==> src/hw/rtl/banked_shift_register_output_controller_macros.svh <==
// ============================================================================
// Assertion macros for the banked shift register output controller
// Each checker is compiled in simulation and left empty for synthesis.
// ============================================================================
`ifndef BANKED_SHIFT_REGISTER_OUTPUT_CONTROLLER_MACROS_SVH
`define BANKED_SHIFT_REGISTER_OUTPUT_CONTROLLER_MACROS_SVH
`ifndef SYNTHESIS
// Concurrent check on a given clock, masked while reset is low.
`define BSROC_ASSERT_CLK(lbl, clk, rstn, prop, msg) \
    lbl: assert property (@(posedge clk) disable iff (!rstn) prop) else $error(msg);
// Concurrent check on the block clock and reset.
`define BSROC_ASSERT(lbl, prop, msg) `BSROC_ASSERT_CLK(lbl, aclk, aresetn, prop, msg)
`else
`define BSROC_ASSERT_CLK(lbl, clk, rstn, prop, msg)
`define BSROC_ASSERT(lbl, prop, msg)
`endif
`endif

==> src/hw/rtl/bsroc_pkg.sv <==
// ============================================================================
// bsroc_pkg
// Shared types and constants of the banked shift register output controller.
// ============================================================================
package bsroc_pkg;

    // Number of bank size registers and the bank limit.
    localparam int BANK_REGS = 4;
    localparam int MAX_BANKS = 4;

    // Configuration register indexes.
    localparam logic [2:0] CFG_BANK_TOTAL  = 3'd0;
    localparam logic [2:0] CFG_BANK0_CHIPS = 3'd1;

    // Stream payload widths.
    localparam int S_TDATA_W = 24;
    localparam int S_TUSER_W = 4;
    localparam int M_TDATA_W = 16;

    typedef enum logic [3:0] {
        OP_SET_ALL,
        OP_INV_ALL,
        OP_SET_PIN,
        OP_INV_PIN,
        OP_READ_PIN,
        OP_SET_BANKS,
        OP_INV_BANKS,
        OP_SET_BPIN,
        OP_INV_BPIN,
        OP_READ_BPIN,
        OP_WRITE_CHIP,
        OP_INV_CHIP,
        OP_READ_CHIP,
        OP_BANK_OF_PIN,
        OP_PIN_COUNT,
        OP_SHIFT
    } opcode_t;

    typedef enum logic [2:0] {
        ST_OK,
        ST_PIN_RANGE,
        ST_NO_BANK,
        ST_NO_CHIP,
        ST_BAD_RANGE
    } status_t;

    // Bank layout derived from the configuration registers.
    typedef struct packed {
        logic [2:0]                def_banks;
        logic [BANK_REGS-1:0][3:0] bank_low;
        logic [BANK_REGS-1:0][3:0] bank_cnt;
        logic [6:0]                active_pins;
    } layout_t;

    // Controls from the sequencer to the bit shifter.
    typedef struct packed {
        logic       load;
        logic       advance;
        logic       msb_first;
        logic [7:0] load_byte;
    } shift_ctl_t;

    // Status from the bit shifter.
    typedef struct packed {
        logic data_bit;
        logic last_bit;
    } shift_stat_t;

endpackage

==> src/hw/rtl/banked_shift_register_output_controller.sv <==
// ============================================================================
// banked_shift_register_output_controller
// Output image for cascaded 8-bit serial-in parallel-out chips in banks.
// ============================================================================
// Requests arrive on the s_ stream: the opcode in s_tuser, the operands in
// s_tdata. Results leave on the m_ stream; m_tuser flags a serial bit and
// m_tlast marks the final result of a request. Bank sizes are set through
// the cfg_ write port while no request is in flight.
// A request other than a shift is executed once accepted and loads its
// result into the output register when that register is free; only then
// does the block return to idle and take the next request. A shift streams
// its banks out: a load state fetches each chip byte from the image into the
// byte shifter, which then hands out one bit per cycle while m_tready does
// not hold the output register.
// The result sits in an output register, so a new request is accepted
// while the previous result still waits. When m_tready is low the result
// holds and the sequencer waits before producing the next one.
// Reset clears the image (all pins low), sets every bank to one chip and
// the bank count to zero, and empties the output register.
// ============================================================================
`include "banked_shift_register_output_controller_macros.svh"

module banked_shift_register_output_controller #(
    parameter int TOTAL_CHIPS = 8
) (
    input  logic                            aclk,
    input  logic                            aresetn,
    // Configuration write port
    input  logic                            cfg_we,
    input  logic [2:0]                      cfg_index,
    input  logic [3:0]                      cfg_wdata,
    // Request stream
    input  logic                            s_tvalid,
    output logic                            s_tready,
    // bank_first[1:0], bank_last[3:2], pin[9:4], chip[12:10], level[13],
    // byte_value[21:14], msb_first[22], zero[23]
    input  logic [bsroc_pkg::S_TDATA_W-1:0] s_tdata,
    // opcode[3:0]
    input  logic [bsroc_pkg::S_TUSER_W-1:0] s_tuser,
    // Result stream
    output logic                            m_tvalid,
    input  logic                            m_tready,
    // status[2:0], result_value[10:3], bank_line[12:11], serial_bit[13],
    // latch_pulse[14], zero[15]
    output logic [bsroc_pkg::M_TDATA_W-1:0] m_tdata,
    // is_shift_bit[0]
    output logic                            m_tuser,
    output logic                            m_tlast
);

    localparam int IDX_W = (TOTAL_CHIPS > 1) ? $clog2(TOTAL_CHIPS) : 1;

    typedef enum logic [1:0] {
        ST_IDLE,
        ST_EXEC,
        ST_LOAD,
        ST_BITS
    } state_t;

    // Configuration registers
    logic [2:0]                           bank_total_reg;
    logic [bsroc_pkg::BANK_REGS-1:0][3:0] bank_chips_reg;
    bsroc_pkg::layout_t                   lay;

    // Request operands
    bsroc_pkg::opcode_t op_reg;
    logic [1:0]         bf_reg;
    logic [1:0]         bl_reg;
    logic [5:0]         pin_reg;
    logic [2:0]         chip_reg;
    logic               level_reg;
    logic [7:0]         byte_reg;
    logic               msb_reg;

    // Image and sequencer
    logic [7:0]         image_reg [TOTAL_CHIPS];
    logic [7:0]         img_next  [TOTAL_CHIPS];
    state_t             state_reg;
    logic [1:0]         sh_bank_reg;
    logic [2:0]         sh_chip_reg;

    // Output register
    logic               m_tvalid_reg;
    bsroc_pkg::status_t out_status_reg;
    logic [7:0]         out_value_reg;
    logic               out_shift_reg;
    logic [1:0]         out_line_reg;
    logic               out_bit_reg;
    logic               out_latch_reg;
    logic               out_last_reg;

    // Decode
    logic               bank_rel;
    logic [6:0]         abs_pin;
    logic               pin_ok;
    logic [3:0]         pin_byte;
    logic [IDX_W-1:0]   pin_idx;
    logic [7:0]         pin_mask;
    logic [7:0]         pin_new;
    logic               bf_def;
    logic               bl_def;
    logic               range_bad;
    logic [3:0]         range_lo;
    logic [3:0]         range_hi;
    logic               chip_ok;
    logic [3:0]         chip_slot;
    logic [IDX_W-1:0]   chip_idx;
    logic               found;
    logic [1:0]         found_bank;
    bsroc_pkg::status_t ex_status;
    logic [7:0]         ex_value;
    logic               out_free;
    logic               shift_go;
    logic               exec_fire;
    logic               out_load;

    // Shift walk
    logic [3:0]               sh_cnt;
    logic [3:0]               sh_slot;
    logic                     chip_last;
    logic                     bank_last;
    logic                     bit_latch;
    bsroc_pkg::shift_ctl_t    sh_ctl;
    bsroc_pkg::shift_stat_t   sh_stat;

    // Configuration writes; indexes past the list are ignored.
    always_ff @(posedge aclk) begin
        if (!aresetn) begin
            bank_total_reg <= '0;
            for (int i = 0; i < bsroc_pkg::BANK_REGS; i++) begin
                bank_chips_reg[i] <= 4'd1;
            end
        end else if (cfg_we) begin
            if (cfg_index == bsroc_pkg::CFG_BANK_TOTAL) begin
                bank_total_reg <= cfg_wdata[2:0];
            end
            for (int i = 0; i < bsroc_pkg::BANK_REGS; i++) begin
                if (cfg_index == bsroc_pkg::CFG_BANK0_CHIPS + 3'(i)) begin
                    bank_chips_reg[i] <= cfg_wdata;
                end
            end
        end
    end

    bsroc_layout #(
        .TOTAL_CHIPS (TOTAL_CHIPS)
    ) u_layout (
        .bank_total (bank_total_reg),
        .bank_chips (bank_chips_reg),
        .layout     (lay)
    );

    // Operand decode shared by the single-result requests.
    always_comb begin
        bank_rel  = (op_reg == bsroc_pkg::OP_SET_BPIN) ||
                    (op_reg == bsroc_pkg::OP_INV_BPIN) ||
                    (op_reg == bsroc_pkg::OP_READ_BPIN);
        abs_pin   = {1'b0, pin_reg} + (bank_rel ? {lay.bank_low[bf_reg], 3'b000} : 7'd0);
        pin_ok    = (abs_pin < lay.active_pins);
        pin_byte  = abs_pin[6:3];
        pin_idx   = pin_byte[IDX_W-1:0];
        pin_mask  = 8'd1 << abs_pin[2:0];
        pin_new   = image_reg[pin_idx] ^ pin_mask;
        bf_def    = ({1'b0, bf_reg} < lay.def_banks);
        bl_def    = ({1'b0, bl_reg} < lay.def_banks);
        range_bad = (bf_reg > bl_reg) || !bl_def;
        range_lo  = lay.bank_low[bf_reg];
        range_hi  = lay.bank_low[bl_reg] + lay.bank_cnt[bl_reg];
        chip_ok   = ({1'b0, chip_reg} < lay.bank_cnt[bf_reg]);
        chip_slot = lay.bank_low[bf_reg] + {1'b0, chip_reg};
        chip_idx  = chip_slot[IDX_W-1:0];
    end

    // Bank holding an absolute pin: the first defined bank ending past it.
    always_comb begin
        found      = 1'b0;
        found_bank = '0;
        for (int b = 0; b < bsroc_pkg::BANK_REGS; b++) begin
            if (!found && (3'(b) < lay.def_banks) &&
                ({1'b0, pin_reg[5:3]} < (lay.bank_low[b] + lay.bank_cnt[b]))) begin
                found      = 1'b1;
                found_bank = 2'(b);
            end
        end
    end

    // Result and image update of a single-result request.
    always_comb begin
        img_next  = image_reg;
        ex_status = bsroc_pkg::ST_OK;
        ex_value  = '0;
        unique case (op_reg)
            bsroc_pkg::OP_SET_ALL: begin
                for (int i = 0; i < TOTAL_CHIPS; i++) begin
                    img_next[i] = {8{level_reg}};
                end
            end
            bsroc_pkg::OP_INV_ALL: begin
                for (int i = 0; i < TOTAL_CHIPS; i++) begin
                    img_next[i] = ~image_reg[i];
                end
            end
            bsroc_pkg::OP_SET_PIN, bsroc_pkg::OP_SET_BPIN,
            bsroc_pkg::OP_INV_PIN, bsroc_pkg::OP_INV_BPIN,
            bsroc_pkg::OP_READ_PIN, bsroc_pkg::OP_READ_BPIN: begin
                if (bank_rel && !bf_def) begin
                    ex_status = bsroc_pkg::ST_NO_BANK;
                end else if (!pin_ok) begin
                    ex_status = bsroc_pkg::ST_PIN_RANGE;
                end else if ((op_reg == bsroc_pkg::OP_SET_PIN) ||
                             (op_reg == bsroc_pkg::OP_SET_BPIN)) begin
                    img_next[pin_idx] = level_reg ? (image_reg[pin_idx] | pin_mask)
                                                  : (image_reg[pin_idx] & ~pin_mask);
                    ex_value = {1'b0, abs_pin};
                end else if ((op_reg == bsroc_pkg::OP_INV_PIN) ||
                             (op_reg == bsroc_pkg::OP_INV_BPIN)) begin
                    img_next[pin_idx] = pin_new;
                    ex_value = {7'd0, |(pin_new & pin_mask)};
                end else begin
                    ex_value = {7'd0, |(image_reg[pin_idx] & pin_mask)};
                end
            end
            bsroc_pkg::OP_SET_BANKS, bsroc_pkg::OP_INV_BANKS: begin
                if (range_bad) begin
                    ex_status = bsroc_pkg::ST_BAD_RANGE;
                end else begin
                    for (int i = 0; i < TOTAL_CHIPS; i++) begin
                        if ((4'(i) >= range_lo) && (4'(i) < range_hi)) begin
                            img_next[i] = (op_reg == bsroc_pkg::OP_SET_BANKS) ?
                                          {8{level_reg}} : ~image_reg[i];
                        end
                    end
                end
            end
            bsroc_pkg::OP_WRITE_CHIP, bsroc_pkg::OP_INV_CHIP,
            bsroc_pkg::OP_READ_CHIP: begin
                if (!bf_def) begin
                    ex_status = bsroc_pkg::ST_NO_BANK;
                end else if (!chip_ok) begin
                    ex_status = bsroc_pkg::ST_NO_CHIP;
                end else if (op_reg == bsroc_pkg::OP_WRITE_CHIP) begin
                    img_next[chip_idx] = byte_reg;
                    ex_value = {4'd0, chip_slot};
                end else if (op_reg == bsroc_pkg::OP_INV_CHIP) begin
                    img_next[chip_idx] = ~image_reg[chip_idx];
                    ex_value = {4'd0, chip_slot};
                end else begin
                    ex_value = image_reg[chip_idx];
                end
            end
            bsroc_pkg::OP_BANK_OF_PIN: begin
                if (!pin_ok || !found) begin
                    ex_status = bsroc_pkg::ST_NO_BANK;
                end else begin
                    ex_value = {6'd0, found_bank};
                end
            end
            bsroc_pkg::OP_PIN_COUNT: begin
                if (!bf_def) begin
                    ex_status = bsroc_pkg::ST_NO_BANK;
                end else begin
                    ex_value = {1'b0, lay.bank_cnt[bf_reg], 3'b000};
                end
            end
            bsroc_pkg::OP_SHIFT: begin
                // Reaches the output only when the range is rejected.
                ex_status = bsroc_pkg::ST_BAD_RANGE;
            end
            default: begin
                ex_status = bsroc_pkg::ST_OK;
            end
        endcase
    end

    assign out_free  = !m_tvalid_reg || m_tready;
    assign shift_go  = (op_reg == bsroc_pkg::OP_SHIFT) && !range_bad;
    assign exec_fire = (state_reg == ST_EXEC) && !shift_go && out_free;

    // Image store; only a finished single-result request changes it.
    always_ff @(posedge aclk) begin
        if (!aresetn) begin
            for (int i = 0; i < TOTAL_CHIPS; i++) begin
                image_reg[i] <= '0;
            end
        end else if (exec_fire) begin
            image_reg <= img_next;
        end
    end

    // Chip byte addressed by the shift walk.
    always_comb begin
        sh_cnt    = lay.bank_cnt[sh_bank_reg];
        sh_slot   = msb_reg ? (lay.bank_low[sh_bank_reg] + sh_cnt - 4'd1 - {1'b0, sh_chip_reg})
                            : (lay.bank_low[sh_bank_reg] + {1'b0, sh_chip_reg});
        chip_last = ({1'b0, sh_chip_reg} == (sh_cnt - 4'd1));
        bank_last = (sh_bank_reg == bl_reg);
        bit_latch = sh_stat.last_bit && chip_last;
    end

    assign sh_ctl.load      = (state_reg == ST_LOAD);
    assign sh_ctl.advance   = (state_reg == ST_BITS) && out_free;
    assign sh_ctl.msb_first = msb_reg;
    assign sh_ctl.load_byte = image_reg[sh_slot[IDX_W-1:0]];

    // The output register takes a new result on these edges.
    assign out_load = exec_fire || sh_ctl.advance;

    bsroc_shifter u_shifter (
        .aclk    (aclk),
        .aresetn (aresetn),
        .ctl     (sh_ctl),
        .stat    (sh_stat)
    );

    // Sequencer with the output register.
    always_ff @(posedge aclk) begin
        if (!aresetn) begin
            state_reg    <= ST_IDLE;
            m_tvalid_reg <= 1'b0;
            sh_bank_reg  <= '0;
            sh_chip_reg  <= '0;
        end else begin
            if (m_tready && !out_load) begin
                m_tvalid_reg <= 1'b0;
            end
            unique case (state_reg)
                ST_IDLE: begin
                    if (s_tvalid) begin
                        op_reg    <= bsroc_pkg::opcode_t'(s_tuser);
                        bf_reg    <= s_tdata[1:0];
                        bl_reg    <= s_tdata[3:2];
                        pin_reg   <= s_tdata[9:4];
                        chip_reg  <= s_tdata[12:10];
                        level_reg <= s_tdata[13];
                        byte_reg  <= s_tdata[21:14];
                        msb_reg   <= s_tdata[22];
                        state_reg <= ST_EXEC;
                    end
                end
                ST_EXEC: begin
                    if (shift_go) begin
                        sh_bank_reg <= bf_reg;
                        sh_chip_reg <= '0;
                        state_reg   <= ST_LOAD;
                    end else if (out_free) begin
                        m_tvalid_reg   <= 1'b1;
                        out_status_reg <= ex_status;
                        out_value_reg  <= (ex_status == bsroc_pkg::ST_OK) ? ex_value : 8'd0;
                        out_shift_reg  <= 1'b0;
                        out_line_reg   <= '0;
                        out_bit_reg    <= 1'b0;
                        out_latch_reg  <= 1'b0;
                        out_last_reg   <= 1'b1;
                        state_reg      <= ST_IDLE;
                    end
                end
                ST_LOAD: begin
                    state_reg <= ST_BITS;
                end
                ST_BITS: begin
                    if (out_free) begin
                        m_tvalid_reg   <= 1'b1;
                        out_status_reg <= bsroc_pkg::ST_OK;
                        out_value_reg  <= '0;
                        out_shift_reg  <= 1'b1;
                        out_line_reg   <= sh_bank_reg;
                        out_bit_reg    <= sh_stat.data_bit;
                        out_latch_reg  <= bit_latch;
                        out_last_reg   <= bit_latch && bank_last;
                        if (sh_stat.last_bit) begin
                            if (!chip_last) begin
                                sh_chip_reg <= sh_chip_reg + 3'd1;
                                state_reg   <= ST_LOAD;
                            end else if (!bank_last) begin
                                sh_bank_reg <= sh_bank_reg + 2'd1;
                                sh_chip_reg <= '0;
                                state_reg   <= ST_LOAD;
                            end else begin
                                state_reg <= ST_IDLE;
                            end
                        end
                    end
                end
                default: begin
                    state_reg <= ST_IDLE;
                end
            endcase
        end
    end

    // No request is taken while reset is held.
    assign s_tready = (state_reg == ST_IDLE) && aresetn;
    assign m_tvalid = m_tvalid_reg;
    assign m_tdata  = {1'b0, out_latch_reg, out_bit_reg, out_line_reg,
                       out_value_reg, out_status_reg};
    assign m_tuser  = out_shift_reg;
    assign m_tlast  = out_last_reg;

    // Checks
    `BSROC_ASSERT(a_accept_to_exec, (s_tvalid && s_tready) |=> (state_reg == ST_EXEC), "accepted request did not start")
    `BSROC_ASSERT(a_shift_bit_ok, (m_tvalid && m_tuser) |-> ((m_tdata[2:0] == 3'd0) && (m_tdata[10:3] == 8'd0)), "shift bit with status or value")
    `BSROC_ASSERT(a_plain_clean, (m_tvalid && !m_tuser) |-> ((m_tdata[14:11] == 4'd0) && m_tlast), "plain result carries shift lines")
    `BSROC_ASSERT(a_last_latches, (m_tvalid && m_tuser && m_tlast) |-> m_tdata[14], "final shift bit without latch")
    `BSROC_ASSERT(a_bits_in_range, (state_reg == ST_BITS) |-> ((sh_bank_reg >= bf_reg) && (sh_bank_reg <= bl_reg)), "shift walk left its bank range")

endmodule

==> src/hw/rtl/bsroc_layout.sv <==
// ============================================================================
// bsroc_layout
// Walks the bank size registers and derives the defined banks, their first
// chip, their chip count and the number of active pins.
// ============================================================================
module bsroc_layout #(
    parameter int TOTAL_CHIPS = 8
) (
    input  logic [2:0]                           bank_total,
    input  logic [bsroc_pkg::BANK_REGS-1:0][3:0] bank_chips,
    output bsroc_pkg::layout_t                   layout
);

    logic [2:0] limit;
    logic [3:0] used;
    logic [4:0] trial;
    logic       run;

    // Banks are taken in order, up to the bank count, until one is empty or overflows the chips.
    always_comb begin
        limit  = (bank_total > 3'(bsroc_pkg::MAX_BANKS)) ? 3'(bsroc_pkg::MAX_BANKS)
                                                         : bank_total;
        used   = '0;
        trial  = '0;
        run    = 1'b1;
        layout = '0;
        for (int i = 0; i < bsroc_pkg::BANK_REGS; i++) begin
            trial = {1'b0, used} + {1'b0, bank_chips[i]};
            if (run && (3'(i) < limit) && (bank_chips[i] != 4'd0) &&
                (trial <= 5'(TOTAL_CHIPS))) begin
                layout.bank_low[i] = used;
                layout.bank_cnt[i] = bank_chips[i];
                used               = trial[3:0];
                layout.def_banks   = 3'(i + 1);
            end else begin
                run = 1'b0;
            end
        end
        layout.active_pins = {used, 3'b000};
    end

endmodule

==> src/hw/rtl/bsroc_shifter.sv <==
// ============================================================================
// bsroc_shifter
// One byte shift register that hands out one serial bit per advance, LSB or
// MSB first, and flags the eighth bit.
// ============================================================================
module bsroc_shifter (
    input  logic                   aclk,
    input  logic                   aresetn,
    input  bsroc_pkg::shift_ctl_t  ctl,
    output bsroc_pkg::shift_stat_t stat
);

    logic [7:0] data_reg;
    logic [2:0] cnt_reg;
    logic       msb_reg;

    // Load a fresh byte or move one bit along.
    always_ff @(posedge aclk) begin
        if (!aresetn) begin
            cnt_reg <= '0;
        end else if (ctl.load) begin
            data_reg <= ctl.load_byte;
            msb_reg  <= ctl.msb_first;
            cnt_reg  <= '0;
        end else if (ctl.advance) begin
            data_reg <= msb_reg ? {data_reg[6:0], 1'b0} : {1'b0, data_reg[7:1]};
            cnt_reg  <= cnt_reg + 3'd1;
        end
    end

    // The bit on the line is the one at the leading end.
    assign stat.data_bit = msb_reg ? data_reg[7] : data_reg[0];
    assign stat.last_bit = (cnt_reg == 3'd7);

endmodule

==> config.mk <==
export PLATFORM = sky130hd
export DESIGN_NAME = banked_shift_register_output_controller
export DESIGN_NICKNAME = d
export VERILOG_FILES = /design/src/hw/rtl/bsroc_pkg.sv /design/src/hw/rtl/banked_shift_register_output_controller.sv /design/src/hw/rtl/bsroc_layout.sv /design/src/hw/rtl/bsroc_shifter.sv
export VERILOG_INCLUDE_DIRS = /design/src /design/src/hw/rtl
export SDC_FILE = /design/constraint.sdc
export NUM_CORES = 1
export LEC_CHECK = 0
export ABC_AREA = 1
export BUFFER_PORTS_ARGS = -buffer_cell sky130_fd_sc_hd__clkbuf_2
export CAP_MARGIN = 20
export CORE_ASPECT_RATIO = 1.25
export CORE_MARGIN = 10
export CORE_UTILIZATION = 40
export DETAILED_ROUTE_END_ITERATION = 10
export HOLD_SLACK_MARGIN = 0.1
export PLACE_DENSITY = 0.53
export SYNTH_ARGS = -nofsm -noshare
export SYNTH_HDL_FRONTEND = slang
export SYNTH_SLANG_ARGS = --single-unit
==> constraint.sdc <==
create_clock -name aclk -period 16.1 [get_ports aclk]
set_input_delay 1.61 -clock aclk [delete_from_list [all_inputs] [get_ports aclk]]
set_output_delay 1.61 -clock aclk [all_outputs]
set_load 0.02 [all_outputs]
==> results.yml <==
run_status:
  outcome: "finished clean"
timing:
  fin_setup_tns_ns: 0
  skew_ns: 0.01623
  period_needed_ns: 10.81
  hold_viol_final: 0
  tightest_slew_ns: 1.123
  slew_violations: 0
  relSlewSlack_pct: 25.13
  fmax_mhz: 92.53
  worst_slack_ns: 5.292
  period_share_pct: 67.13
  grt_setup_unrepaired: "false"
  finalSetupViolCount: 0
critical_path:
  cp-start-kind: "flip-flop"
  critical_path_class: "flip-flop to flip-flop"
  path_delay_family: "simple AND/OR/NAND/NOR gates"
  rr_worst_depth: 53
  crit_arrival_ns: 11.02
  r2r-end: "out_value_reg[0]"
  cp-endpoint: "out_value_reg[0]"
  cp_common_cell: "nand2_1"
  crit_path_max_fanout: 17
  rr_startpoint: "bank_total_reg[2]"
  end_kind: "flip-flop"
  crit_required_ns: 16.31
  reg2reg_slack_ns: 5.29
  crit_cells: 53
  critical_path.slowest_cell: "fa_1"
  crit_start: "bank_total_reg[2]"
  max_stage_delay_ns: 0.69
  worst-path-buf-inv: 9
grt:
  grt_usage_pct: 26.58
  grt_pass1_wl_um: 91740
  gr-total-overflow: 0
  antenna_found_initial: 0
  grt_pass1_vias: 15650
  grt_max_degree: 100
yosys:
  syn_area_per_cell_sq_um: 6.123
  async_flop_share_pct: 0
  synth-edff-count: 53
  synth_cell_types: 59
  synth-seq-cells: 147
  synth_nets: 2520
  yosysSeqAreaShare_pct: 23.66
  mappedNetlistArea_sq_um: 14680
  yosysWarnings: 0
  synth_flop_cell: "dfxtp_1"
  synthCells: 2398
floorplan:
  dieWidth_um: 191.4
  dieArea_sq_um: 44820
  start_util_pct: 40.44
  core_area_sq_um: 36300
  fp.dieH_um: 234.2
  row_count: 78
  ios: 60
pwr:
  p_per_area_nw_per_um2: 76.25
  p_leak_nw: 7.142
  ir_worst_vdd_mv: 0.07955
clock_tree:
  cts_tree: "done"
  cts-htree-levels: 4
  cts_buffer_depth: 2
  cts_buffers: 17
  cts_setup_buffers: 0
  worstSkewPairLatency_ns: 0.47
  cts.clk_slew.worst_paths_ns: 0.07
  clock_sinks: 147
  cts-root-buf: "clkbuf_16"
  holdBufCountCts: 0
  ctsResizeCount: 0
routing:
  drt-initial-drc-count: 1637
  final_antenna_net_count: 0
  drt-pass1-iter-count: 5
  drcViolationCount: 0
  wl_per_cell_um: 20.85
  vias_per_cell: 5.771
  drt_wl_total_um: 60100
  dr_total_vias: 16640
finish:
  final_cell_area_sq_um: 15860
  diodes: 0
  drive_gt1_share_pct: 7.449
  largest_reg_flops: 64
  fillCellCount: 3955
  nets: 2512
  syn_to_final_growth_pct: 8.045
placed_design:
  placed_cell_area_sq_um: 15250
  post-place-ws_ns: 5.499
  gp_congestion: 0.9736
  dp_hpwl_um: 42770
  place.port_buffers: 57
job:
  drv_cap: 0
worst_hold_path:
  holdCritPathClass: "flip-flop to flip-flop"
==> cell usage in the layout, fill, tap and decap left out, types with 11 or more instances in the layout <==
| cell | synthesis | layout |
|---|---|---|
| o211ai_1 | 40 | 40 |
| o31ai_1 | 16 | 16 |
| inv_1 | 269 | 269 |
| o22ai_1 | 52 | 52 |
| a21oi_1 | 261 | 261 |
| nand3_1 | 238 | 238 |
| nand2_2 | 14 | 14 |
| buf_4 | 5 | 28 |
| clkbuf_16 | 0 | 17 |
| nor3_1 | 34 | 32 |
| a31oi_1 | 11 | 11 |
| fa_1 | 12 | 12 |
| o21ai_0 | 155 | 155 |
| nand4_1 | 19 | 19 |
| clkbuf_2 | 0 | 56 |
| ha_1 | 70 | 70 |
| nand2_1 | 505 | 505 |
| edfxtp_1 | 53 | 53 |
| o21ai_1 | 13 | 12 |
| nor2_1 | 314 | 314 |
| dfxtp_1 | 94 | 94 |
| inv_2 | 11 | 11 |
==> layer usage <==
metal	routed length [um]	vias up	track usage, %
met4	4529	0	19.51
met3	3649	199	4.132
li1	-	8036	-
met5	0	-	0
met1	22640	7715	29.27
met2	29280	688	45.73
==> through the flow <==
| stage | total power, mW | util [%] | instances | hold slack [ns] |
|---|---|---|---|---|
| final | 1.210 | 43.70 | 2883 | 0.4861 |
| after CTS | 1.211 | 43.67 | 2882 | 0.4902 |
| after floorplan | 0.6629 | - | 2398 | 0.4503 |
| after detailed placement | 0.7764 | 42.00 | 2850 | 0.4734 |
| after global placement | 0.7724 | 41.93 | 2849 | 0.4692 |
| after global routing | 1.267 | 43.70 | 2883 | 0.5189 |
==> cell type report <==
cell class	count	area, sq um	share of cell area [%]
Clock buffer	17	425.4	2.682
Clock inverter	15	177.7	1.120
Inverter	287	1079	6.799
Multi-Input combinational cell	1850	9574	60.35
Sequential cell	147	3473	21.89
Tap cell	480	600.6	3.786
Timing Repair Buffer	87	534.3	3.368
==> how the worst min path moves through the flow <==
stage	from	end	slack, ns	cells past startpoint
final	msb_reg	u_shifter.msb_reg	0.49	0
after global routing	bank_chips_reg[1]	bank_chips_reg[1]	0.52	2
after CTS	msb_reg	u_shifter.msb_reg	0.49	0
after detailed placement	msb_reg	u_shifter.msb_reg	0.47	0
after global placement	msb_reg	u_shifter.msb_reg	0.47	0
after floorplan	msb_reg	u_shifter.msb_reg	0.45	0
==> synth_stat cells, drive strengths merged (10+ instances only) <==
library cell	count	share of area (%)
a21oi	264	9.1
a221oi	10	0.60
a31oi	11	0.47
buf	32	1.9
clkbuf	82	2.1
dfxtp	94	13
edfxtp	53	11
fa	12	1.6
ha	70	6.0
inv	280	7.2
nand2	521	14
nand3	246	8.7
nand4	19	0.81
nor2	325	8.7
nor3	35	1.3
o211ai	41	2.1
o21ai	171	5.9
o22ai	52	2.2
o31ai	16	0.82
==> power by group <==
group	switching (mW)	total [mW]	leakage, nW	internal, mW
Sequential	0.0235	0.426	1.25	0.403
Combinational	0.249	0.351	5.61	0.102
Clock	0.188	0.433	0.284	0.244
Total	0.461	1.21	7.14	0.748
==> cells by family (layout without fill, tap and decap cells) <==
group	Yosys count	in the layout	share of synthesized area, %
buffers and inverters	401	406	11.36
and+or+nand+nor	1161	1161	33.80
AOI/OAI and AO/OA	591	591	22.65
adders and majority gates	82	82	7.601
other	1	1	0.02554
DFF	147	147	23.66
xor gates and xnor gates	13	13	0.7755
muxes	2	2	0.1363
==> worst reg2reg max path, delay by kind of cell (launching register included) <==
family	cells	cell delay, ns
AO/OA/AOI/OAI	7	1.99
XOR/XNOR	2	0.38
adder cells (fa/ha/maj)	7	2.61
buffers and inverters	9	1.40
flip-flops	1	0.40
AND/OR/NAND/NOR	28	3.77
No activity file was read; power rests on OpenSTA's default activity.
